==> src/utf8d_pkg.sv <==
// Shared types, constants and lookup functions for the UTF-8 stream decoder.
// No dependencies.
`default_nettype none

package utf8d_pkg;

  localparam logic [31:0] SUBST_CHAR = 32'd63;   // '?'
  localparam logic [7:0]  LEAD_MIN   = 8'hC0;

  typedef struct packed {
    logic [31:0] code_point;
    logic        malformed;
    logic        last;
  } result_t;

  // Results produced by one accepted byte: count 0..2, in order r0 then r1.
  typedef struct packed {
    logic [1:0] n;
    result_t    r0;
    result_t    r1;
  } push_t;

  function automatic logic [2:0] lead_count(input logic [7:0] b);
    logic [2:0] cnt;
    if (b >= 8'hFC) cnt = 3'd5;
    else if (b >= 8'hF8) cnt = 3'd4;
    else if (b >= 8'hF0) cnt = 3'd3;
    else if (b >= 8'hE0) cnt = 3'd2;
    else cnt = 3'd1;
    return cnt;
  endfunction

  function automatic logic [31:0] seq_offset(input logic [2:0] len);
    logic [31:0] off;
    case (len)
      3'd1:    off = 32'h0000_3080;
      3'd2:    off = 32'h000E_2080;
      3'd3:    off = 32'h03C8_2080;
      3'd4:    off = 32'hFA08_2080;
      3'd5:    off = 32'h8208_2080;
      default: off = 32'h0000_0000;
    endcase
    return off;
  endfunction

endpackage

`default_nettype wire

==> src/utf8d_byte_if.sv <==
// Byte input channel: valid/ready handshake carrying one raw byte.
// No dependencies.
`default_nettype none

interface utf8d_byte_if;
  logic       valid;
  logic       ready;
  logic [7:0] in_byte;

  modport source (output valid, output in_byte, input ready);
  modport sink   (input valid, input in_byte, output ready);
endinterface

`default_nettype wire

==> src/utf8d_cp_if.sv <==
// Code point output channel: valid/ready handshake carrying one decoded result.
// No dependencies.
`default_nettype none

interface utf8d_cp_if;
  logic        valid;
  logic        ready;
  logic [31:0] code_point;
  logic        malformed;
  logic        last;

  modport source (output valid, output code_point, output malformed, output last,
                  input ready);
  modport sink   (input valid, input code_point, input malformed, input last,
                  output ready);
endinterface

`default_nettype wire

==> src/utf8d_core.sv <==
// Decode step: sequence state registers and the per-byte result logic.
// Depends on utf8d_pkg.
`default_nettype none

module utf8d_core (
  input  wire logic            clk,
  input  wire logic            rst,
  input  wire logic            accept,
  input  wire logic [7:0]      in_byte,
  output utf8d_pkg::push_t     push
);
  import utf8d_pkg::*;

  logic [2:0]  bytes_left, bytes_left_next;
  logic [2:0]  seq_length, seq_length_next;
  logic [31:0] accumulator, accumulator_next;
  logic [31:0] shifted;

  assign shifted = {accumulator[25:0], 6'b0} + {24'b0, in_byte};

  always_comb begin
    bytes_left_next  = bytes_left;
    seq_length_next  = seq_length;
    accumulator_next = accumulator;
    push             = '0;
    if (accept) begin
      if (bytes_left != 3'd0) begin
        if (!in_byte[7]) begin
          // sequence cut short: substitute, then the ASCII byte itself
          bytes_left_next  = 3'd0;
          seq_length_next  = 3'd0;
          accumulator_next = '0;
          push.n           = 2'd2;
          push.r0          = '{code_point: SUBST_CHAR, malformed: 1'b1, last: 1'b0};
          push.r1          = '{code_point: {24'b0, in_byte}, malformed: 1'b0, last: 1'b1};
        end else begin
          accumulator_next = shifted;
          bytes_left_next  = bytes_left - 3'd1;
          if (bytes_left == 3'd1) begin
            seq_length_next  = 3'd0;
            accumulator_next = '0;
            push.n           = 2'd1;
            push.r0          = '{code_point: shifted - seq_offset(seq_length),
                                 malformed: 1'b0, last: 1'b1};
          end
        end
      end else if (in_byte < LEAD_MIN) begin
        push.n  = 2'd1;
        push.r0 = '{code_point: {24'b0, in_byte}, malformed: 1'b0, last: 1'b1};
      end else begin
        seq_length_next  = lead_count(in_byte);
        bytes_left_next  = lead_count(in_byte);
        accumulator_next = {24'b0, in_byte};
      end
    end
  end

  always_ff @(posedge clk) begin
    if (rst) begin
      bytes_left  <= 3'd0;
      seq_length  <= 3'd0;
      accumulator <= '0;
    end else begin
      bytes_left  <= bytes_left_next;
      seq_length  <= seq_length_next;
      accumulator <= accumulator_next;
    end
  end

endmodule

`default_nettype wire

==> src/utf8d_fifo.sv <==
// Four-entry result queue taking up to two results per cycle, one out.
// Depends on utf8d_pkg.
`default_nettype none

module utf8d_fifo (
  input  wire logic              clk,
  input  wire logic              rst,
  input  wire utf8d_pkg::push_t  push,
  input  wire logic              pop,
  output utf8d_pkg::result_t     head,
  output logic                   not_empty,
  output logic                   has_room
);
  import utf8d_pkg::*;

  result_t    mem [4];
  logic [1:0] wr_ptr, rd_ptr;
  logic [2:0] count, count_next;
  logic [1:0] wr_ptr_inc;

  assign wr_ptr_inc = wr_ptr + 2'd1;
  assign head       = mem[rd_ptr];
  assign not_empty  = (count != 3'd0);
  // room for a worst-case pair of results
  assign has_room   = (count <= 3'd2);
  assign count_next = count + {1'b0, push.n} - {2'b0, pop};

  always_ff @(posedge clk) begin
    if (push.n != 2'd0) mem[wr_ptr] <= push.r0;
    if (push.n == 2'd2) mem[wr_ptr_inc] <= push.r1;
  end

  always_ff @(posedge clk) begin
    if (rst) begin
      wr_ptr <= 2'd0;
      rd_ptr <= 2'd0;
      count  <= 3'd0;
    end else begin
      wr_ptr <= wr_ptr + push.n;
      if (pop) rd_ptr <= rd_ptr + 2'd1;
      count  <= count_next;
    end
  end

endmodule

`default_nettype wire

==> src/utf8_stream_decoder.sv <==
// UTF-8 stream decoder top level: byte channel in, code point channel out.
// Depends on utf8d_pkg, utf8d_byte_if, utf8d_cp_if, utf8d_core, utf8d_fifo.
`default_nettype none

// Decodes the original six-byte UTF-8 form, one byte per request, into 32-bit
// code points. Each accepted byte is decoded in the cycle it is accepted and
// its results (none, one, or two when a sequence is cut short by an ASCII byte)
// are written into a four-entry result queue, so a new byte can be taken on
// every clock while the queue has room: sustained rate is one byte per cycle
// until the queue fills; results reach the output from the queue. The input
// is ready whenever the queue holds two or fewer results; it stalls when the
// output side is backed up or pairs of results come faster than they leave.
module utf8_stream_decoder (
  input wire logic     clk,
  input wire logic     rst,
  utf8d_byte_if.sink   byte_in,
  utf8d_cp_if.source   cp_out
);
  import utf8d_pkg::*;

  push_t   push;
  result_t head;
  logic    not_empty;
  logic    has_room;
  logic    accept;
  logic    pop;

  assign byte_in.ready = has_room;
  assign accept        = byte_in.valid && has_room;
  assign pop           = not_empty && cp_out.ready;

  utf8d_core u_core (
    .clk     (clk),
    .rst     (rst),
    .accept  (accept),
    .in_byte (byte_in.in_byte),
    .push    (push)
  );

  utf8d_fifo u_fifo (
    .clk       (clk),
    .rst       (rst),
    .push      (push),
    .pop       (pop),
    .head      (head),
    .not_empty (not_empty),
    .has_room  (has_room)
  );

  assign cp_out.valid      = not_empty;
  assign cp_out.code_point = head.code_point;
  assign cp_out.malformed  = head.malformed;
  assign cp_out.last       = head.last;

endmodule

`default_nettype wire

==> src/flat_wrapper.sv <==
// flat-port wrapper written by rule: the top's interface ports become plain ports
module utf8_stream_decoder_flat import utf8d_pkg::*;
  (clk, rst, byte_in_valid, byte_in_in_byte, byte_in_ready, cp_out_valid, cp_out_code_point, cp_out_malformed, cp_out_last, cp_out_ready);
  utf8d_byte_if byte_in_i ();
  utf8d_cp_if cp_out_i ();
  input wire logic clk;
  input wire logic rst;
  input wire logic [$bits(byte_in_i.valid)-1:0] byte_in_valid;
  input wire logic [$bits(byte_in_i.in_byte)-1:0] byte_in_in_byte;
  output wire logic [$bits(byte_in_i.ready)-1:0] byte_in_ready;
  output wire logic [$bits(cp_out_i.valid)-1:0] cp_out_valid;
  output wire logic [$bits(cp_out_i.code_point)-1:0] cp_out_code_point;
  output wire logic [$bits(cp_out_i.malformed)-1:0] cp_out_malformed;
  output wire logic [$bits(cp_out_i.last)-1:0] cp_out_last;
  input wire logic [$bits(cp_out_i.ready)-1:0] cp_out_ready;
  assign byte_in_i.valid = byte_in_valid;
  assign byte_in_i.in_byte = byte_in_in_byte;
  assign byte_in_ready = byte_in_i.ready;
  assign cp_out_valid = cp_out_i.valid;
  assign cp_out_code_point = cp_out_i.code_point;
  assign cp_out_malformed = cp_out_i.malformed;
  assign cp_out_last = cp_out_i.last;
  assign cp_out_i.ready = cp_out_ready;
  utf8_stream_decoder u_core (.clk(clk), .rst(rst), .byte_in(byte_in_i), .cp_out(cp_out_i));
endmodule
==> config.mk <==
export PLATFORM = sky130hd
export DESIGN_NAME = utf8_stream_decoder_flat
export DESIGN_NICKNAME = d
export VERILOG_FILES = /design/src/utf8d_pkg.sv /design/src/utf8d_byte_if.sv /design/src/utf8d_cp_if.sv /design/src/utf8d_core.sv /design/src/utf8d_fifo.sv /design/src/utf8_stream_decoder.sv /design/src/flat_wrapper.sv
export SDC_FILE = /design/constraint.sdc
export NUM_CORES = 1
export LEC_CHECK = 0
export BUFFER_PORTS_ARGS = -buffer_cell sky130_fd_sc_hd__buf_2
export CAP_MARGIN = 20
export CORE_ASPECT_RATIO = 0.75
export CORE_MARGIN = 4
export CORE_UTILIZATION = 49
export CTS_BUF_LIST = sky130_fd_sc_hd__clkbuf_8
export CTS_CLUSTER_SIZE = 30
export DETAILED_ROUTE_END_ITERATION = 10
export PLACE_DENSITY = 0.69
export SLEW_MARGIN = 20
export SYNTH_ARGS = -nofsm -noshare
export SYNTH_HDL_FRONTEND = slang
export SYNTH_SLANG_ARGS = --single-unit
==> constraint.sdc <==
create_clock -name clk -period 7.65 [get_ports clk]
set_clock_uncertainty 0.1 [all_clocks]
set_input_delay 1.1475 -clock clk [delete_from_list [all_inputs] [get_ports clk]]
set_output_delay 1.1475 -clock clk [all_outputs]
set_load 0.005 [all_outputs]
* Word-level counts from Yosys, hierarchy flattened
Memory sizes are Yosys's and may differ from the RTL's. A register that Yosys moved wholly into a read port is not among the register bits.
Index checks and enable logic that the tools add are counted.
** Word-level totals
- Register bits after elaboration :: 39
- Latch bits :: 0
- Word-level logic and storage cells :: 69
- Input port bits :: 12
- Memory bits (read-only) :: 0
- Memories :: 1
- RAM bits :: 136
- Output and inout port bits :: 36
** Cells by class
- Multiplexer cells :: 32
- Eq/ne operators :: 9
- Multiply operators :: 0
- Magnitude comparators :: 6
- Add/subtract/negate cells :: 8
- Bitwise operators :: 0
- Reduce and logical (&&, ||, !) cells :: 7
- Shifts and indexed selects :: 0
- Divide/modulo/power cells :: 0
** Memories
- u_core.u_fifo.mem :: words 4, bits a word 34, read ports 1, clocked after Yosys merged registers in 1, wr ports 2, RTL line utf8d_fifo.sv:16 : result_t mem [4];
** Operators by type and width (count)
- 32-bit case mux with 5 select lines :: 1
- 32-bit two-way mux :: 4
- 26-bit two-way mux :: 4
- 36-bit two-way mux :: 2
- 35-bit two-way mux :: 2
- 70-bit two-way mux :: 1
- 34-bit two-way mux :: 1
- 32-bit by 8-bit adder with 32-bit output :: 1
- 8-bit greater-or-equal comparator (second input constant) :: 4
- 32-bit subtractor :: 1
- 3-bit two-way mux :: 8
- 9-bit two-way mux :: 1
- 8-bit < comparator (second input constant) :: 1
- 2-bit two-way mux :: 4
- 3-bit by 1-bit == test with 1-bit output (second input constant) :: 2
- 3-bit by 2-bit == test with 1-bit output (second input constant) :: 2
- 3-bit == test (second input constant) :: 2
- 3-bit nonzero test :: 2
- 2-bit by 1-bit adder with 2-bit output (second input constant) :: 2
- 1-bit two-way mux :: 4
- 3-bit by 2-bit adder with 3-bit output :: 1
- 3-bit by 2-bit less-or-equal comparator with 1-bit output (second input constant) :: 1
- 3-bit by 2-bit != test with 1-bit output (second input constant) :: 1
- 3-bit AND reduction :: 1
- 8 further kinds :: 9

* Depth between registers and ports, before layout
- Word-level depth :: 14
- Gate-level depth with buffers :: 16

* Hierarchy
Synthesis repeated with hierarchy kept, for this count alone.
** Second synthesis, totals
- Cell total of the unflattened synthesis :: 829
- Area total of the unflattened synthesis :: 10490.1 µm²
** Modules (own cells, without submodules)
- utf8d_fifo :: sequential area each 4264.1 µm², area each 7085.5 µm², instances 1, cells each 377
- utf8d_core :: sequential area each 640.6 µm², area each 3392.0 µm², instances 1, cells each 450
- utf8_stream_decoder :: sequential area each 0.0 µm², area each 12.5 µm², instances 1, cells each 2

* Worst setup path after synthesis
Ideal clock, no wire load.
- Path kind :: input-to-reg
- Start point :: in byte_in_in_byte[7]
- End point :: mem u_core.u_fifo.mem[0][32] (netlist name)
- Data arrival time :: 4.398 ns
- Cell stages on the path :: 16
- Setup slack :: 3.027 ns
- Path buffers :: 0
- Data required time :: 7.424 ns
- Cell sequence :: ha_1 -> a21oi_1 -> or4_2 -> nor2_1 -> nand2_1 -> xnor2_1 -> ha_1 -> a21o_1 -> a21o_1 -> a21oi_1 -> a31oi_1 -> a41oi_2 -> a21oi_1 -> a31oi_1 -> xor2_1 -> o21ai_1
** RTL lines
- start: declaration :: RTL line flat_wrapper.sv:9 : input wire logic [$bits(byte_in_i.in_byte)-1:0] byte_in_in_byte;
- end: declaration :: RTL line utf8d_fifo.sv:16

==> results.md <==
* TritonRoute pass-1 iters at 5
* Slew Limit Fails at 0
* Seq cells post-synth at 177
* Critical path launch point type: input pin
* Peak Freq at 208 MHz
* DR WL/cell at 18.6 um
* Critical path class: input pin to flip-flop
* Post-synth EDFFs at 32
* Buffer and inverter count on the worst path at 1
* # Post-CTS Setup Buffers at 0
* Routed WL at 23.8 mm
* Cell family contributing the most delay on the critical path: compound AO/OA/AOI/OAI gates
* Ys flop type: dfxtp_1
* CTS tree: yes
* Die H at 126 um
* Post-synth ARST share at 0%
* Nets@finish at 1058
* CP Data Arrival Time at 5.08 ns
* TNS Setup at 0 ns
* Final setup fails at 0
* Period utilization at 63.0%
* Hold crit path type: flip-flop to flip-flop
* R2R depth at 11
* Worst Path Required at 7.92 ns
* Site Rows at 43
* GRT Overall Usage at 23.0%
* Min-Delay Endpoint: u_core.u_fifo.mem[2][26]
* Power Total at 2.62 mW
* Unique masters post-synth at 76
* Fillers at 1696
* Reg2Reg Capture Point: u_core.u_fifo.mem[3][31]
* Antenna violation net count after detailed routing at 0
* Total global routing overflow at 0
* Syn Std Cell Area at 0.00917 mm2
* Antenna violations before repair at 0
* Max_slew headroom at 26.4%
* Commonest non-fill, non-tap cell in the layout: dfxtp_1
* Worst-margin pin slew at 1.10 ns
* Max incr delay on CP at 0.75 ns
* GPL Wtd Cong at 0.898
* Min-Delay Startpoint: u_core.u_fifo.mem[2][26]
* Initial DRC Count at 915
* RSZ-0062 raised after global routing: no
* Fin Hold WS at 0.361 ns
* Port Buf Inserts at 47
* Pwr dens at 264 mW/mm2
* CTS Buf Count at 17
* Die X-Extent at 166 um
* Post-Synthesis Cells at 1001
* Hold_buf cts at 0
* Worst-path clk slew at 0.10 ns
* Worst-Skew Late Latency at 0.48 ns
* Leak pwr at 3.70 nW
* Hold Fails Final Rpt at 0
* H-Tree Depth at 4
* Core footprint at 0.0185 mm2
* Die area at 0.0210 mm2
* Yosys warnings at 0
* CP dominant cell by count: a21oi_1
* CP Capture Type: flip-flop
* Final HPWL DP at 16.6 mm
* Clock Sinks at 177
* Top-level I/O count at 48
* Syn avg cell area at 9.16 um2
* Initial core utilization at 49.7%
* Outcome: finished, final reports clean
* Worst-path maximum fanout at 21
* Syn_nets at 1040
* Hold depth at 2
* Final core occ at 53.9%
* Layout cells sized above 1 at 14.2%
* Clock Tree Root: clkbuf_8
* Crit-path cells: buf_2 > ha_1 > a21oi_1 > or4_2 > nor2_1 > nand2_1 > xnor2_1 > ha_1 > a21o_1 > a21o_1 > a21oi_1 > a31oi_1 > a41oi_2 > a21oi_1 > a31oi_1 > xor2_1 > o21ai_1
* R2r startpoint: u_core.u_core.bytes_left[0]
* # DRC at 0
* Vias per cell at 5.93
* Syn-to-layout area delta at 8.54%
* Vias in the first global route at 7063
* Post-synthesis sequential area ratio at 42.1%
* Most frequent cells in the layout: 143 x dfxtp_1, 134 x nor2_1, 112 x nand2_1
* First-pass GRT wire length at 38.8 mm
* Max-cap violations at 0
* Crit path time final at 4.82 ns
* Largest net degree at the start of global routing at 41
* Clk buf depth at 2
* Vias post-DR at 7586
* R2R Setup Slk at 3.36 ns
* Slowest cell on crit path: or4_2
* Ant. Diodes at 0
* Post-CTS Resized at 0
* Worst vdd ir at 0.000179 V
## worst max path at each step
stage | endpoint | from | cells past startpoint
floorplan | u_core.u_fifo.mem[0][32] | byte_in_in_byte[7] | 16
global placement | u_core.u_fifo.mem[0][32] | byte_in_in_byte[7] | 17
detailed placement | u_core.u_fifo.mem[1][32] | byte_in_in_byte[7] | 17
CTS | u_core.u_fifo.mem[1][32] | byte_in_in_byte[7] | 17
global route | u_core.u_fifo.mem[2][29] | byte_in_in_byte[6] | 16
finish | u_core.u_fifo.mem[1][32] | byte_in_in_byte[7] | 17
## tightest hold or removal path, delay by kind of cell, from the launching register on
kind,cells,cell delay (ns)
flops,1,0.33
simple gates,1,0.04
compound gates,1,0.06
## power breakdown
| part | leakage (nW) | internal (mW) | switching, mW |
|---|---|---|---|
| clock | 0.225 | 0.344 | 0.377 |
| sequential | 1.45 | 1.02 | 0.0476 |
| combinational | 2.03 | 0.308 | 0.529 |
| total | 3.70 | 1.67 | 0.954 |
## synthesized netlist by cell type, drive strengths merged (3+ instances only)
cell | number | area (um2)
a211oi | 4 | 35.0
a21o | 10 | 77.6
a21oi | 69 | 345
a221oi | 4 | 35.0
a22o | 23 | 201
a22oi | 21 | 158
a31oi | 6 | 43.8
and2 | 5 | 33.8
and3 | 6 | 38.8
and4 | 4 | 36.3
buf | 11 | 67.6
clkbuf | 46 | 204
dfxtp | 145 | 2900
edfxtp | 32 | 961
ha | 25 | 313
inv | 20 | 75.1
mux2i | 7 | 70.1
mux4 | 34 | 766
nand2 | 112 | 420
nand2b | 11 | 68.8
nand3 | 46 | 230
nand3b | 5 | 37.5
nand4 | 9 | 77.6
nor2 | 135 | 507
nor2b | 9 | 56.3
nor3 | 22 | 120
nor4 | 3 | 33.8
o21a | 6 | 45.0
o21ai | 85 | 425
or2 | 3 | 18.8
or3 | 3 | 23.8
or4 | 3 | 27.5
xnor2 | 30 | 263
xor2 | 20 | 175
## flip-flops by register name, summed over array words and instances, names as in the netlist, named ones only
| signal | count |
|---|---|
| u_core.u_fifo.mem | 136 |
| u_core.u_core.accumulator | 26 |
| u_core.u_fifo.wr_ptr | 2 |
| u_core.u_fifo.count | 3 |
| u_core.u_fifo.rd_ptr | 2 |
| u_core.u_core.seq_length | 3 |
| u_core.u_core.bytes_left | 3 |
## metal layers
layer  up-vias  part of all wire, %  GRT usage (%)
li1       3633                    -              -
met1      3645                   49           35.4
met2       279                   41           31.9
met3        29                  8.6           5.45
met4         0                  1.3           6.89
met5         -                    0              0
## logic make-up after synthesis
group | synth area share [%]
and+or+nand+nor | 19.3
adders and majority gates | 3.85
AOI/OAI and AO/OA | 17.0
xor gates and xnor gates | 4.77
muxes | 9.11
buffers and inverters | 3.89
DFF | 42.1
## area by class of cell
type                    instances  area [um2]  area share, %
multi-input cells             746        4950           49.8
flip-flops and latches        177        3870           38.8
repair buffers                 57         310           3.12
well taps                     247         309           3.10
clock buffers                  18         248           2.49
clock inverters                14         193           1.94
inverters                      20        75.1          0.754
## stage by stage
step                cell area [um2]  cells  worst slack, ns
floorplan                      9170   1001             3.03
global placement               9520   1247             2.46
detailed placement             9520   1247             2.39
CTS                            9960   1279             2.91
global route                   9960   1279             2.61
finish                         9960   1279             2.83
No activity file was read; power rests on OpenSTA's default activity.
